--- config.mk ---
export PLATFORM = sky130hd
export DESIGN_NAME = json_structure_limit_checker_core
export DESIGN_NICKNAME = d
export VERILOG_FILES = /design/src/rtl/jslc_pkg.sv /design/src/rtl/jslc_cfg_regs.sv /design/src/rtl/jslc_scan.sv /design/src/rtl/json_structure_limit_checker_core.sv
export SDC_FILE = /design/constraint.sdc
export NUM_CORES = 1
export LEC_CHECK = 0
export BUFFER_PORTS_ARGS = -buffer_cell sky130_fd_sc_hd__buf_4
export CAP_MARGIN = 30
export CORE_UTILIZATION = 62
export DETAILED_ROUTE_END_ITERATION = 16
export GPL_TIMING_DRIVEN = 0
export PLACE_DENSITY = 0.8
export SLEW_MARGIN = 20
export SYNTH_ARGS = -nofsm -noshare
export SYNTH_HDL_FRONTEND = slang
export SYNTH_SLANG_ARGS = --single-unit
--- constraint.sdc ---
create_clock -name aclk -period 5.6 [get_ports aclk]
set_clock_uncertainty 0.15 [all_clocks]
set_input_delay 0.28 -clock aclk [delete_from_list [all_inputs] [get_ports aclk]]
set_output_delay 0.28 -clock aclk [all_outputs]
set_load 0.01 [all_outputs]
--- src/rtl/jslc_pkg.sv ---
`default_nettype none

package jslc_pkg;

    localparam int unsigned DEPTH_W   = 8;
    localparam int unsigned STRLIM_W  = 16;
    localparam int unsigned DOCLIM_W  = 24;
    localparam int unsigned CFG_IDX_W = 2;
    localparam int unsigned CFG_DAT_W = 24;

    // counters are one bit wider than their limits so they can sit one past
    localparam int unsigned NEST_W = DEPTH_W + 1;
    localparam int unsigned SBYTES_W = STRLIM_W + 1;
    localparam int unsigned DBYTES_W = DOCLIM_W + 1;

    localparam logic [7:0] CH_NUL       = 8'h00;
    localparam logic [7:0] CH_BACKSLASH = 8'h5C;
    localparam logic [7:0] CH_QUOTE     = 8'h22;
    localparam logic [7:0] CH_LBRACE    = 8'h7B;
    localparam logic [7:0] CH_LBRACKET  = 8'h5B;
    localparam logic [7:0] CH_RBRACE    = 8'h7D;
    localparam logic [7:0] CH_RBRACKET  = 8'h5D;

    localparam logic [CFG_IDX_W-1:0] CFG_MAX_DEPTH        = 2'd0;
    localparam logic [CFG_IDX_W-1:0] CFG_MAX_STRING_BYTES = 2'd1;
    localparam logic [CFG_IDX_W-1:0] CFG_MAX_INPUT_BYTES  = 2'd2;

    localparam logic [DEPTH_W-1:0]  RST_MAX_DEPTH        = 8'd64;
    localparam logic [STRLIM_W-1:0] RST_MAX_STRING_BYTES = 16'd4096;
    localparam logic [DOCLIM_W-1:0] RST_MAX_INPUT_BYTES  = 24'd1048576;

    typedef enum logic [2:0] {
        ST_OK        = 3'd0,
        ST_EMPTY     = 3'd1,
        ST_TOO_LARGE = 3'd2,
        ST_NUL       = 3'd3,
        ST_DEPTH     = 3'd4,
        ST_STRING    = 3'd5
    } status_t;

    typedef struct packed {
        logic [DEPTH_W-1:0]  max_depth;
        logic [STRLIM_W-1:0] max_string_bytes;
        logic [DOCLIM_W-1:0] max_input_bytes;
    } cfg_t;

endpackage

`default_nettype wire

--- src/rtl/jslc_cfg_regs.sv ---
`default_nettype none

module jslc_cfg_regs
    import jslc_pkg::*;
(
    input  wire logic                 aclk,
    input  wire logic                 aresetn,
    input  wire logic                 cfg_valid,
    output logic                      cfg_ready,
    input  wire logic [CFG_IDX_W-1:0] cfg_index,
    input  wire logic [CFG_DAT_W-1:0] cfg_data,
    output cfg_t                      cfg
);

    cfg_t cfg_reg;
    cfg_t cfg_next;

    assign cfg_ready = 1'b1;
    assign cfg       = cfg_reg;

    always_comb begin
        cfg_next = cfg_reg;
        if (cfg_valid) begin
            case (cfg_index)
                CFG_MAX_DEPTH: begin
                    cfg_next.max_depth = cfg_data[DEPTH_W-1:0];
                end
                CFG_MAX_STRING_BYTES: begin
                    cfg_next.max_string_bytes = cfg_data[STRLIM_W-1:0];
                end
                CFG_MAX_INPUT_BYTES: begin
                    cfg_next.max_input_bytes = cfg_data[DOCLIM_W-1:0];
                end
                default: begin
                    cfg_next = cfg_reg; // unknown index: dropped
                end
            endcase
        end
    end

    always_ff @(posedge aclk) begin
        if (!aresetn) begin
            cfg_reg.max_depth        <= RST_MAX_DEPTH;
            cfg_reg.max_string_bytes <= RST_MAX_STRING_BYTES;
            cfg_reg.max_input_bytes  <= RST_MAX_INPUT_BYTES;
        end else begin
            cfg_reg <= cfg_next;
        end
    end

endmodule

`default_nettype wire

--- src/rtl/jslc_scan.sv ---
`default_nettype none

module jslc_scan
    import jslc_pkg::*;
(
    input  wire logic       aclk,
    input  wire logic       aresetn,
    input  wire logic       step,
    input  wire logic [7:0] data_byte,
    input  wire logic       end_of_doc,
    input  wire logic       no_byte,
    input  cfg_t            cfg,
    output status_t         status
);

    logic                inside_string_reg, inside_string_next;
    logic                escape_pending_reg, escape_pending_next;
    logic [NEST_W-1:0]   nest_level_reg, nest_level_next;
    logic [SBYTES_W-1:0] string_bytes_reg, string_bytes_next;
    logic [DBYTES_W-1:0] doc_bytes_reg, doc_bytes_next;
    status_t             fault_reg, fault_next;

    logic [SBYTES_W-1:0] sb_inc;
    logic [NEST_W-1:0]   nest_inc;
    logic                str_over;
    logic                depth_over;
    logic                count_byte;

    assign sb_inc     = string_bytes_reg + SBYTES_W'(1);
    assign nest_inc   = nest_level_reg + NEST_W'(1);
    assign str_over   = sb_inc > {1'b0, cfg.max_string_bytes};
    assign depth_over = nest_inc > {1'b0, cfg.max_depth};

    always_comb begin
        inside_string_next  = inside_string_reg;
        escape_pending_next = escape_pending_reg;
        nest_level_next     = nest_level_reg;
        string_bytes_next   = string_bytes_reg;
        doc_bytes_next      = doc_bytes_reg;
        fault_next          = fault_reg;
        count_byte          = 1'b0;

        if (!no_byte) begin
            // saturates at one past the limit
            if (doc_bytes_reg <= {1'b0, cfg.max_input_bytes}) begin
                doc_bytes_next = doc_bytes_reg + DBYTES_W'(1);
            end
            if (fault_reg == ST_OK) begin
                if (data_byte == CH_NUL) begin
                    fault_next = ST_NUL;
                end else if (inside_string_reg) begin
                    if (escape_pending_reg) begin
                        escape_pending_next = 1'b0;
                        count_byte          = 1'b1;
                    end else if (data_byte == CH_BACKSLASH) begin
                        escape_pending_next = 1'b1;
                        count_byte          = 1'b1;
                    end else if (data_byte == CH_QUOTE) begin
                        inside_string_next = 1'b0;
                    end else begin
                        count_byte = 1'b1;
                    end
                end else if (data_byte == CH_QUOTE) begin
                    inside_string_next  = 1'b1;
                    escape_pending_next = 1'b0;
                    string_bytes_next   = '0;
                end else if (data_byte == CH_LBRACE || data_byte == CH_LBRACKET) begin
                    nest_level_next = nest_inc;
                    if (depth_over) begin
                        fault_next = ST_DEPTH;
                    end
                end else if ((data_byte == CH_RBRACE || data_byte == CH_RBRACKET)
                             && nest_level_reg != '0) begin
                    nest_level_next = nest_level_reg - NEST_W'(1);
                end
                if (count_byte) begin
                    string_bytes_next = sb_inc;
                    if (str_over) begin
                        fault_next = ST_STRING;
                    end
                end
            end
        end

        if (doc_bytes_next == '0) begin
            status = ST_EMPTY;
        end else if (doc_bytes_next > {1'b0, cfg.max_input_bytes}) begin
            status = ST_TOO_LARGE;
        end else begin
            status = fault_next;
        end
    end

    always_ff @(posedge aclk) begin
        if (!aresetn || (step && end_of_doc)) begin
            inside_string_reg  <= 1'b0;
            escape_pending_reg <= 1'b0;
            nest_level_reg     <= '0;
            string_bytes_reg   <= '0;
            doc_bytes_reg      <= '0;
            fault_reg          <= ST_OK;
        end else if (step) begin
            inside_string_reg  <= inside_string_next;
            escape_pending_reg <= escape_pending_next;
            nest_level_reg     <= nest_level_next;
            string_bytes_reg   <= string_bytes_next;
            doc_bytes_reg      <= doc_bytes_next;
            fault_reg          <= fault_next;
        end
    end

    a_escape_in_string: assert property (@(posedge aclk) disable iff (!aresetn)
        escape_pending_reg |-> inside_string_reg)
        else $error("escape pending outside a string");

    a_nest_top_is_fault: assert property (@(posedge aclk) disable iff (!aresetn)
        nest_level_reg[NEST_W-1] |-> fault_reg == ST_DEPTH)
        else $error("nesting reached its top without a depth fault");

    a_string_top_is_fault: assert property (@(posedge aclk) disable iff (!aresetn)
        string_bytes_reg[SBYTES_W-1] |-> fault_reg == ST_STRING)
        else $error("string count reached its top without a string fault");

endmodule

`default_nettype wire

--- src/rtl/json_structure_limit_checker_core.sv ---
// Result path: the transaction carrying end_of_doc is held in the input register, and its
//   status then goes to the result register, which drives m_valid.
// Throughput: one byte per cycle; only an end_of_doc transaction held behind an
//   unaccepted status stalls the input side.
// Reset: synchronous, active low; limits return to 64 / 4096 / 1048576, all document
//   state clears and the valid bits of both pipeline registers clear.
`default_nettype none

module json_structure_limit_checker_core
    import jslc_pkg::*;
(
    input  wire logic                 aclk,
    input  wire logic                 aresetn,
    input  wire logic                 cfg_valid,
    output logic                      cfg_ready,
    input  wire logic [CFG_IDX_W-1:0] cfg_index,
    input  wire logic [CFG_DAT_W-1:0] cfg_data,
    input  wire logic                 s_valid,
    output logic                      s_ready,
    input  wire logic [7:0]           s_data_byte,
    input  wire logic                 s_end_of_doc,
    input  wire logic                 s_no_byte,
    output logic                      m_valid,
    input  wire logic                 m_ready,
    output logic [2:0]                m_status
);

    cfg_t    cfg;
    status_t status;

    logic       in_valid_reg;
    logic [7:0] in_byte_reg;
    logic       in_end_reg;
    logic       in_none_reg;
    logic       consume;

    logic       out_valid_reg, out_valid_next;
    status_t    status_reg;

    jslc_cfg_regs u_cfg_regs (
        .aclk      (aclk),
        .aresetn   (aresetn),
        .cfg_valid (cfg_valid),
        .cfg_ready (cfg_ready),
        .cfg_index (cfg_index),
        .cfg_data  (cfg_data),
        .cfg       (cfg)
    );

    // an item with no result never waits on the result side
    assign consume = in_valid_reg && (!in_end_reg || !out_valid_reg || m_ready);
    assign s_ready = !in_valid_reg || consume;

    jslc_scan u_scan (
        .aclk       (aclk),
        .aresetn    (aresetn),
        .step       (consume),
        .data_byte  (in_byte_reg),
        .end_of_doc (in_end_reg),
        .no_byte    (in_none_reg),
        .cfg        (cfg),
        .status     (status)
    );

    always_ff @(posedge aclk) begin
        if (!aresetn) begin
            in_valid_reg <= 1'b0;
        end else if (s_ready) begin
            in_valid_reg <= s_valid;
        end
    end

    always_ff @(posedge aclk) begin
        if (s_ready && s_valid) begin
            in_byte_reg <= s_data_byte;
            in_end_reg  <= s_end_of_doc;
            in_none_reg <= s_no_byte;
        end
    end

    always_comb begin
        out_valid_next = out_valid_reg;
        if (consume && in_end_reg) begin
            out_valid_next = 1'b1;
        end else if (m_ready) begin
            out_valid_next = 1'b0;
        end
    end

    always_ff @(posedge aclk) begin
        if (!aresetn) begin
            out_valid_reg <= 1'b0;
        end else begin
            out_valid_reg <= out_valid_next;
        end
    end

    always_ff @(posedge aclk) begin
        if (consume && in_end_reg) begin
            status_reg <= status;
        end
    end

    assign m_valid  = out_valid_reg;
    assign m_status = status_reg;

    a_result_from_end: assert property (@(posedge aclk) disable iff (!aresetn)
        $rose(out_valid_reg) |-> $past(consume && in_end_reg))
        else $error("result raised without an end-of-document transaction");

    a_plain_byte_flows: assert property (@(posedge aclk) disable iff (!aresetn)
        (in_valid_reg && !in_end_reg) |-> s_ready)
        else $error("byte without a result stalled the input");

    a_end_gives_result: assert property (@(posedge aclk) disable iff (!aresetn)
        (consume && in_end_reg) |=> out_valid_reg)
        else $error("end-of-document transaction lost its result");

endmodule

`default_nettype wire

# Word-level counts from Yosys, hierarchy flattened
# Index checks and enable logic that the tools add are counted.
[op_classes] mul=0 bitwise=4 shift=0 muxes=33 reduce_logical=31 eq_ne=10 addsub=4 magnitude_cmp=4 div=0
[ops] cell="$mux 17" count=4
[ops] cell="$mux 25" count=2
[ops] cell="$eq 8x7->1 const B" count=5
[ops] cell="$mux 3" count=9
[ops] cell="$add 25x1->25 const B" count=1
[ops] cell="$gt 25x24->1" count=1
[ops] cell="$le 25x24->1" count=1
[ops] cell="$logic_not 25->1" count=1
[ops] cell="$mux 9" count=2
[ops] cell="$add 17x1->17 const B" count=1
[ops] cell="$gt 17x16->1" count=1
[ops] cell="$mux 1" count=15
[ops] cell="$add 9x1->9 const B" count=1
[ops] cell="$gt 9x8->1" count=1
[ops] cell="$reduce_bool 9->1" count=1
[ops] cell="$sub 9x1->9 const B" count=1
[ops] cell="$eq 8x6->1 const B" count=1
[ops] cell="$logic_not 8->1" count=1
[ops] cell="$reduce_bool 2->1" count=4
[ops] cell="$reduce_and 7->1" count=1
[ops] cell="$logic_or 1x1->1" count=6
[ops] cell="$reduce_and 2->1" count=3
[ops] cell="$reduce_and 6->1" count=1
[ops] cell="$reduce_and 5->1" count=1
[ops] cell="other kinds (11)" count=21
[word_totals] mem_bits_ro=0 elab_cells=102 output_inout_bits=6 memories=0 input_bits=41 reg_bits=119 mem_bits_rw=0 latchBits=0

# Depth between registers and ports, before layout
# Gate-level depths: netlist of run 1.
[logic_depth] word_depth=12 ltp_mapped=22 mapped_depth_nobuf=19

# Modules after synthesis
# From an unflattened synthesis of run 1, not the netlist that was laid out.
[hier_totals] hier_cells=969 area_unflattened_um2=8109.0
[by_module_without_submodules] mod="jslc_scan" seq_area_each_um2=1121.1 cells_each=756 instances=1 area_each_um2=5761.8
[by_module_without_submodules] mod="jslc_cfg_regs" seq_area_each_um2=960.9 cells_each=188 instances=1 area_each_um2=1839.3
[by_module_without_submodules] mod="json_structure_limit_checker_core" seq_area_each_um2=430.4 cells_each=25 instances=1 area_each_um2=508.0

# Least setup slack after synthesis of run 1
# OpenSTA, ideal clock, no wires.
[synth_path] path_kind="reg-to-reg" startpoint="register u_scan.doc_bytes_reg[23]" endpoint="register status_reg[1], in the netlist m_status[1] (data pin)" path_stages_with_launch=20 path_slack_ns=0.987 arrival_ns=4.194 required_ns=5.182 period_less_slack_ns=4.613 path_cell_list="dfxtp_1 > ha_1 > nand4b_1 > nor4_1 > inv_1 > nor3_1 > or3_1 > clkbuf_1 > clkbuf_1 > nor2_1 > xor2_1 > ha_1 > nand4_1 > nor2_1 > nand2_1 > or4_1 > o21ai_0 > o21ai_0 > a211oi_1 > nor2_1"
[synth_via] elab_chain_len=5
[synth_rtl] item="start, declared" line_no="jslc_scan.sv:20" text="logic [DBYTES_W-1:0] doc_bytes_reg, doc_bytes_next;"
[synth_rtl] item="start signal, assigned" line_no="jslc_scan.sv:107" text="doc_bytes_reg <= doc_bytes_next;"
[synth_rtl] item="$le 25x24->1 (*)" line_no="jslc_scan.sv:45" text="if (doc_bytes_reg <= {1'b0, cfg.max_input_bytes}) begin"
[synth_rtl] item="$mux 25 (*)" line_no="jslc_scan.sv:45"
[synth_rtl] item="$mux 25 (*)" line_no="jslc_scan.sv:43" text="if (!no_byte) begin"
[synth_rtl] item="net u_scan.doc_bytes_next[16]" line_no="jslc_scan.sv:20"
[synth_rtl] item="$gt 25x24->1" line_no="jslc_scan.sv:87" text="end else if (doc_bytes_next > {1'b0, cfg.max_input_bytes}) begin"
[synth_rtl] item="$mux 2" line_no="jslc_scan.sv:87"
[synth_rtl] item="end signal, assigned" line_no="json_structure_limit_checker_core.sv:100" text="status_reg <= status;"
[synth_rtl] item="end, declared" line_no="json_structure_limit_checker_core.sv:38" text="status_t status_reg;"
# The timed path passes the listed nets; every way through them passes the cells marked *.
# A chain may end at the register's enable or synchronous reset.

# Worst setup path after layout of run 1
[layout_path] startpoint="register u_scan.doc_bytes_reg[0]" endpoint="register status_reg[1], in the netlist m_status[1] (data pin)"
[layout_via] elab_chain_len=5
[layout_rtl] item="$add 25x1->25 / $le 25x24->1 (equally long branches)" line_no="jslc_scan.sv:46, jslc_scan.sv:45"
[layout_rtl] item="$mux 25 (*)" line_no="jslc_scan.sv:45"
[layout_rtl] item="$mux 25 (*)" line_no="jslc_scan.sv:43"
[layout_rtl] item="net u_scan.doc_bytes_next[16]" line_no="jslc_scan.sv:20"
[layout_rtl] item="$gt 25x24->1" line_no="jslc_scan.sv:87"
[layout_rtl] item="$mux 2" line_no="jslc_scan.sv:87"
# Marked as above.

==> flow_metrics.tcl, run 1 <==
set metrics [dict create \
    antenna_left 0 \
    synth_cells 1006 \
    cp.arrival_ns 5.34 \
    core_area_sq_um 12600 \
    fp-row-count 41 \
    grt_usage_pct 32.8 \
    port_buffers 45 \
    fmax_mhz 187 \
    grt_max_degree 17 \
    start_util_pct 63.3 \
    syn-num-nets 1124 \
    hp-class "in -> reg" \
    synth.avg_cell_area_sq_um 7.91 \
    cts_tree "yes" \
    critPathKind "reg -> reg" \
    grt_pass1_vias 7029 \
    antenna_found_initial 0 \
    largest_reg_flops 48 \
    synth_edf_count 13 \
    ys.flop_type "dfxtp_1" \
    dieArea_sq_um 13300 \
    viasPerCell 5.79 \
    syn_area_sq_um 7950 \
    cts_buffer_depth 2 \
    postLayoutCoreUtil_pct 75.1 \
    worstPathMaxFanout 10 \
    ir_drop_v 0.000315 \
    power.total_uw 2130 \
    async_flop_share_pct 0 \
    routed_wl_um 20600 \
    grt_overflow 0 \
    route.detailed.drc 0 \
    slew_viol_final 0 \
    root_buffer "clkbuf_16" \
    area_delta_synth_final_pct 18.7 \
    ioPinCount 47 \
    synth_top_area_cell "dfxtp_1" \
    yosysWarnings 0 \
    period_share_pct 95.2 \
    antennaDiodeCount 0 \
    nets 1220 \
    grt_pass1_wl_um 33400 \
    synth.top_cells.by_area "dfxtp_1, ha_1, nand2_1" \
    synth_top_area_share_pct 26.7 \
    hpwl_um 15200 \
    status "completed" \
    start_kind "flop" \
    clk_latency_ns 0.42 \
    cp_data_required_time_ns 5.61 \
    drtIter0Drc 759 \
    synth_seq_cells 119 \
    relSlewSlack_pct 33.4 \
    place.gp.congestion 0.974 \
    period_needed_ns 5.33 \
    htreeDepth 4 \
    worstSetupEndpointType "flop" \
    fp.dieW_um 115 \
    power_per_cell_area_nw_per_um2 226 \
    cts_buffers 17 \
    drive_gt1_share_pct 8.79 \
    worst_pin_slew_ns 0.992 \
    nFillCells 952 \
    yosysUniqueCellTypes 60 \
    vias 7453 \
    setup_viol 0 \
    clk_pin_slew_ns 0.06 \
    wl_per_cell_um 16.0 \
    post_cts_buffers 0 \
    hold_viol 0 \
    drtPass1Iterations 5 \
    cts.sinks 119 \
    power_leakage_uw 0.00391 \
    yosysSeqAreaShare_pct 31.6 \
    die_h_um 115 \
    cap_violations 0 \
]
[cell usage after synthesis (all sizes together), types with 3 or more instances]
master,count
o31a,3
and4,3
a211oi,9
nor3,32
dfxtp,106
buf,8
ha,77
and3,11
or4,4
a21boi,41
nand4,24
nand2,142
nand2b,4
or3,22
nand3b,14
a22oi,4
xor2,37
edfxtp,13
a21o,22
a221oi,5
a21oi,57
nor2b,11
and2,7
a31oi,6
o21ai,46
nor2,83
inv,59
nand3,28
clkbuf,50
o211ai,5
xnor2,33
nor4,9
[area by class of cell]
type,instances,area [sq um],share of cell area (%)
buffer,58,234,2.48
clock buffer,24,492,5.21
clock inverter,8,72.6,0.769
inverter,59,221,2.35
multi-input combinational,770,5030,53.3
sequential,119,2510,26.6
tap,172,215,2.28
timing repair buffer,77,658,6.97
[per-stage QoR]
step | area [sq um] | hold slack, ns | setup TNS (ns) | setup slack [ns] | instances
after floorplan | 7950 | 0.229 | 0 | 0.987 | 1006
after global placement | 8510 | 0.302 | -0.174 | -0.174 | 1223
after detailed placement | 8510 | 0.307 | -0.190 | -0.190 | 1223
after CTS | 9400 | 0.0000451 | 0 | 0.143 | 1287
after global routing | 9440 | 0.0149 | -0.0105 | -0.0105 | 1287
final | 9440 | 0.00579 | 0 | 0.267 | 1287
[cell families after synthesis]
family          after synthesis  synth area share [%]
simple gates                403                  24.9
compound gates              216                  17.5
fa+ha+maj                    77                  12.1
buf+inv                     117                  5.68
flops                       119                  31.6
xor+xnor                     70                  7.71
mux                           3                 0.440
other cells                   1                0.0472
[worst max-delay path, cell delays in order, from the launching register on]
cell	delay (ns)
dfxtp_1	0.33
buf_2	0.21
inv_1	0.10
ha_1	0.28
inv_1	0.04
nor3_1	0.49
nand2_1	0.14
a21boi_2	0.24
or3_1	0.33
clkbuf_1	0.21
clkbuf_2	0.26
nor2_1	0.17
xor2_1	0.09
ha_1	0.31
nand4_1	0.14
nor2_1	0.21
nand2_1	0.10
or4_1	0.58
o21ai_0	0.17
o21ai_0	0.19
a211oi_1	0.26
nor2_1	0.06
[metal layers]
metal	wire length, um	global-route usage (%)	up-vias
li1	-	-	3704
met1	9070	40.9	3453
met2	9670	54.4	248
met3	1230	6.59	48
met4	651	15.3	0
met5	0	0	-
[cell usage in the layout, fill, tap and decap left out, types with 5 or more instances in the layout]
| master | netlist | final |
|---|---|---|
| nand2_1 | 142 | 142 |
| dfxtp_1 | 106 | 106 |
| nor2_1 | 83 | 83 |
| ha_1 | 77 | 77 |
| inv_1 | 59 | 59 |
| a21oi_1 | 57 | 57 |
| clkbuf_1 | 50 | 50 |
| buf_4 | 1 | 46 |
| o21ai_0 | 44 | 44 |
| a21boi_0 | 40 | 40 |
| xor2_1 | 37 | 37 |
| xnor2_1 | 33 | 33 |
| dlygate4sd3_1 | 0 | 32 |
| nor3_1 | 31 | 30 |
| nand3_1 | 28 | 28 |
| nand4_1 | 22 | 22 |
| a21o_1 | 22 | 22 |
| or3_1 | 21 | 21 |
| clkbuf_16 | 0 | 17 |
| nand3b_1 | 14 | 14 |
| edfxtp_1 | 13 | 13 |
| and3_1 | 11 | 11 |
| nor2b_1 | 11 | 11 |
| a211oi_1 | 9 | 9 |
| buf_2 | 7 | 7 |
| nor4_1 | 9 | 7 |
| and2_1 | 7 | 7 |
| a31oi_1 | 6 | 6 |
| a221oi_1 | 5 | 5 |
| o211ai_1 | 5 | 5 |
[power breakdown]
group,switching [uW],internal (uW)
Combinational,113,84.1
Clock,388,653
Sequential,10.4,881
Total,511,1620
[what timing repair did]
item / 4_1_cts / 5_1_grt
hold endpoints to repair: 42 / 0
gates resized for setup: 3 / 9
endpoints found under the setup margin: 3 / 3
hold buffers: 32 / 0
[worst paths after layout]
path                                   startpoint                              end  slack, ns  cells past startpoint
max reg2reg  u_scan.doc_bytes_reg[0]$_SDFFE_PP0P_        m_status[1]$_SDFFCE_PP0P_       0.27                     21
max          u_scan.doc_bytes_reg[0]$_SDFFE_PP0P_        m_status[1]$_SDFFCE_PP0P_       0.27                     21
min reg2reg       u_cfg_regs.cfg[22]$_SDFFE_PN0P_  u_cfg_regs.cfg[22]$_SDFFE_PN0P_       0.31                      2
min                                   cfg_data[3]  u_cfg_regs.cfg[43]$_SDFFE_PN0P_      0.006                      3
Power figures use the tool's default switching activity.
==> run 2: changes to the inputs <==
--- a/config.mk
+++ b/config.mk
@@ -5,8 +5,11 @@
 export SDC_FILE = /design/constraint.sdc
 export NUM_CORES = 1
 export LEC_CHECK = 0
+export ABC_AREA = 1
 export BUFFER_PORTS_ARGS = -buffer_cell sky130_fd_sc_hd__buf_4
 export CAP_MARGIN = 30
+export CORE_ASPECT_RATIO = 0.7
+export CORE_MARGIN = 2
 export CORE_UTILIZATION = 62
 export DETAILED_ROUTE_END_ITERATION = 16
 export GPL_TIMING_DRIVEN = 0
==> flow_metrics.tcl, run 2 <==
set metrics [dict create \
    cap_violations 0 \
    nFillCells 1002 \
    syn_area_sq_um 7970 \
    root_buffer "clkbuf_16" \
    synth_top_area_share_pct 26.6 \
    slowest_delay_ns 0.34 \
    yosysWarnings 0 \
    yosys-top-cells-count "nand2_1, inv_1, a21oi_1" \
    fin_hold_ws_ns -0.00425 \
    antenna_found_initial 0 \
    synth_compound_area_share_pct 16.4 \
    fp-row-count 34 \
    power.total_uw 2550 \
    wl_per_cell_um 16.5 \
    p_seq_share_pct 36.5 \
    p_sw_uw 752 \
    antenna_left 0 \
    rsz0062_at_grt "no" \
    antennaDiodeCount 0 \
    yosysSeqAreaShare_pct 31.5 \
    path_delay_family "simple AND/OR/NAND/NOR gates" \
    synth.top_cells.by_area "dfxtp_1, nand2_1, ha_1" \
    synth_fa_ha_area_share_pct 12.1 \
    critPathKind "reg -> reg" \
    layout_common_cells "nand2_1, inv_1, a21oi_1" \
    die_h_um 98.9 \
    status "complete, but fails checks" \
    syn-num-nets 1282 \
    synth_cells 1164 \
    drtIter0Drc 915 \
    cpMostUsedCell "nand2_1" \
    pwr-share-clk_pct 44.8 \
    period_share_pct 82.2 \
    start_util_pct 64.0 \
    cts_tree "yes" \
    grt_pass1_vias 7396 \
    yosysMostFrequentCell "nand2_1" \
    area_delta_synth_final_pct 16.5 \
    cts_buffers 17 \
    violations "negative hold slack" \
    worst_path_max_delay_cell "nor2_1" \
    grt_overflow 0 \
    async_flop_share_pct 0 \
    switching_share_pct 29.5 \
    synth_top_family_by_area "simple AND/OR/NAND/NOR gates" \
    hold_viol 1 \
    ir_drop_v 0.000252 \
    drtPass1Iterations 5 \
    multi_input_area_sq_um 4600 \
    largest_reg_flops 48 \
    clk_latency_ns 0.42 \
    synth_xor_area_share_pct 3.30 \
    viasPerCell 5.72 \
    worstSetupEndpointType "flop" \
    fmax_mhz 217 \
    power.internal_uw 1800 \
    slew_viol_final 0 \
    seq_area_sq_um 2510 \
    cp.arrival_ns 4.62 \
    grt_max_degree 17 \
    place.gp.congestion 0.997 \
    synth_edf_count 13 \
    muxShareOfSynthArea_pct 0 \
    dieArea_sq_um 13800 \
    route.detailed.drc 0 \
    cts_buffer_depth 2 \
    period_needed_ns 4.60 \
    layout_commonest_cell "nand2_1" \
    power_per_cell_area_nw_per_um2 274 \
    drive_gt1_share_pct 8.04 \
    timing.setup.tns_ns 0 \
    fp.dieW_um 140 \
    clk_pin_slew_ns 0.06 \
    nets 1362 \
    synth_seq_cells 119 \
    start_kind "flop" \
    synth.avg_cell_area_sq_um 6.85 \
    ys.flop_type "dfxtp_1" \
    yosys.area_share.simple_pct 25.8 \
    cts.sinks 119 \
    post_cts_buffers 0 \
    routed_wl_um 23400 \
    grt_pass1_wl_um 37400 \
    hp-class "in -> reg" \
    ioPinCount 47 \
    cts_resized 0 \
    grt_usage_pct 34.3 \
    cp_data_required_time_ns 5.62 \
    setup_viol 0 \
    hpwl_um 17500 \
    worst-path-buf-inv 4 \
    vias 8112 \
    yosysUniqueCellTypes 47 \
    worst_pin_slew_ns 0.808 \
    synth_top_area_cell "dfxtp_1" \
    power_leakage_uw 0.00441 \
    htreeDepth 4 \
    combPwrFrac_pct 18.6 \
    relSlewSlack_pct 46.2 \
    worstPathMaxFanout 10 \
    core_area_sq_um 12500 \
    port_buffers 45 \
]
-- run 2: path summary, 6_finish.rpt --
path / from / endpoint / slack (ns) / cells after the start
setup reg to reg: u_cfg_regs.cfg[23]$_SDFFE_PN0P_ / m_status[2]$_SDFFCE_PP0P_ / 1.0 / 28
hold / removal: cfg_data[21] / u_cfg_regs.cfg[21]$_SDFFE_PN0P_ / -0.004 / 3
hold reg to reg: u_cfg_regs.cfg[47]$_SDFFE_PN0P_ / u_cfg_regs.cfg[47]$_SDFFE_PN0P_ / 0.32 / 2
setup / recovery: u_cfg_regs.cfg[23]$_SDFFE_PN0P_ / m_status[2]$_SDFFCE_PP0P_ / 1.0 / 28
-- run 2: cells by family after synthesis --
group / count (synthesis)
fa+ha+maj: 77
buf+inv: 220
compound gates: 247
other cells: 1
flops: 119
xor+xnor: 30
simple gates: 470
-- run 2: per-stage QoR --
stage	util (%)	setup slack (ns)	std cells	instance area [sq um]
global route	74.5	0.657	1418	9290
finish	74.5	0.995	1418	9290
global placement	68.3	1.30	1371	8510
detailed placement	68.3	1.26	1371	8510
floorplan	-	2.30	1164	7970
CTS	74.4	1.20	1417	9280
-- run 2: routing by layer --
layer,GRT usage [%],share of wire (%),vias up
met5,0,0,-
met4,10.3,2.0,0
met3,9.23,11,50
met2,49.4,40,394
met1,50.2,47,3672
li1,-,-,3996
-- run 2: timing repair --
item	CTS	global route
hold endpoints to repair	16	1
hold buffers	15	1
endpoints found under the setup margin	0	0
-- run 2: worst reg2reg max path: cells and delay by family (launching register included) --
family,cells,cell delay [ns]
AOI/OAI and AO/OA,3,0.43
adders and majority gates,2,0.64
buffers and inverters,4,0.43
DFF,1,0.31
and+or+nand+nor,19,2.40
-- run 2: final cells by class --
cell class / count / area share (%)
buffer: 38 / 1.90
clock buffer: 21 / 5.42
clock inverter: 10 / 1.21
inverter: 182 / 7.36
multi-input combinational: 825 / 49.5
sequential: 119 / 27.1
tap: 162 / 2.18
timing repair buffer: 61 / 5.36
-- run 2: power by group through the flow --
stage | sequential (uW) | combinational (uW) | clock [uW]
detailed placement | 946 | 446 | 0
finish | 930 | 475 | 1140
floorplan | 936 | 313 | 0
global placement | 945 | 436 | 0
global route | 933 | 534 | 1180
CTS | 928 | 462 | 1140
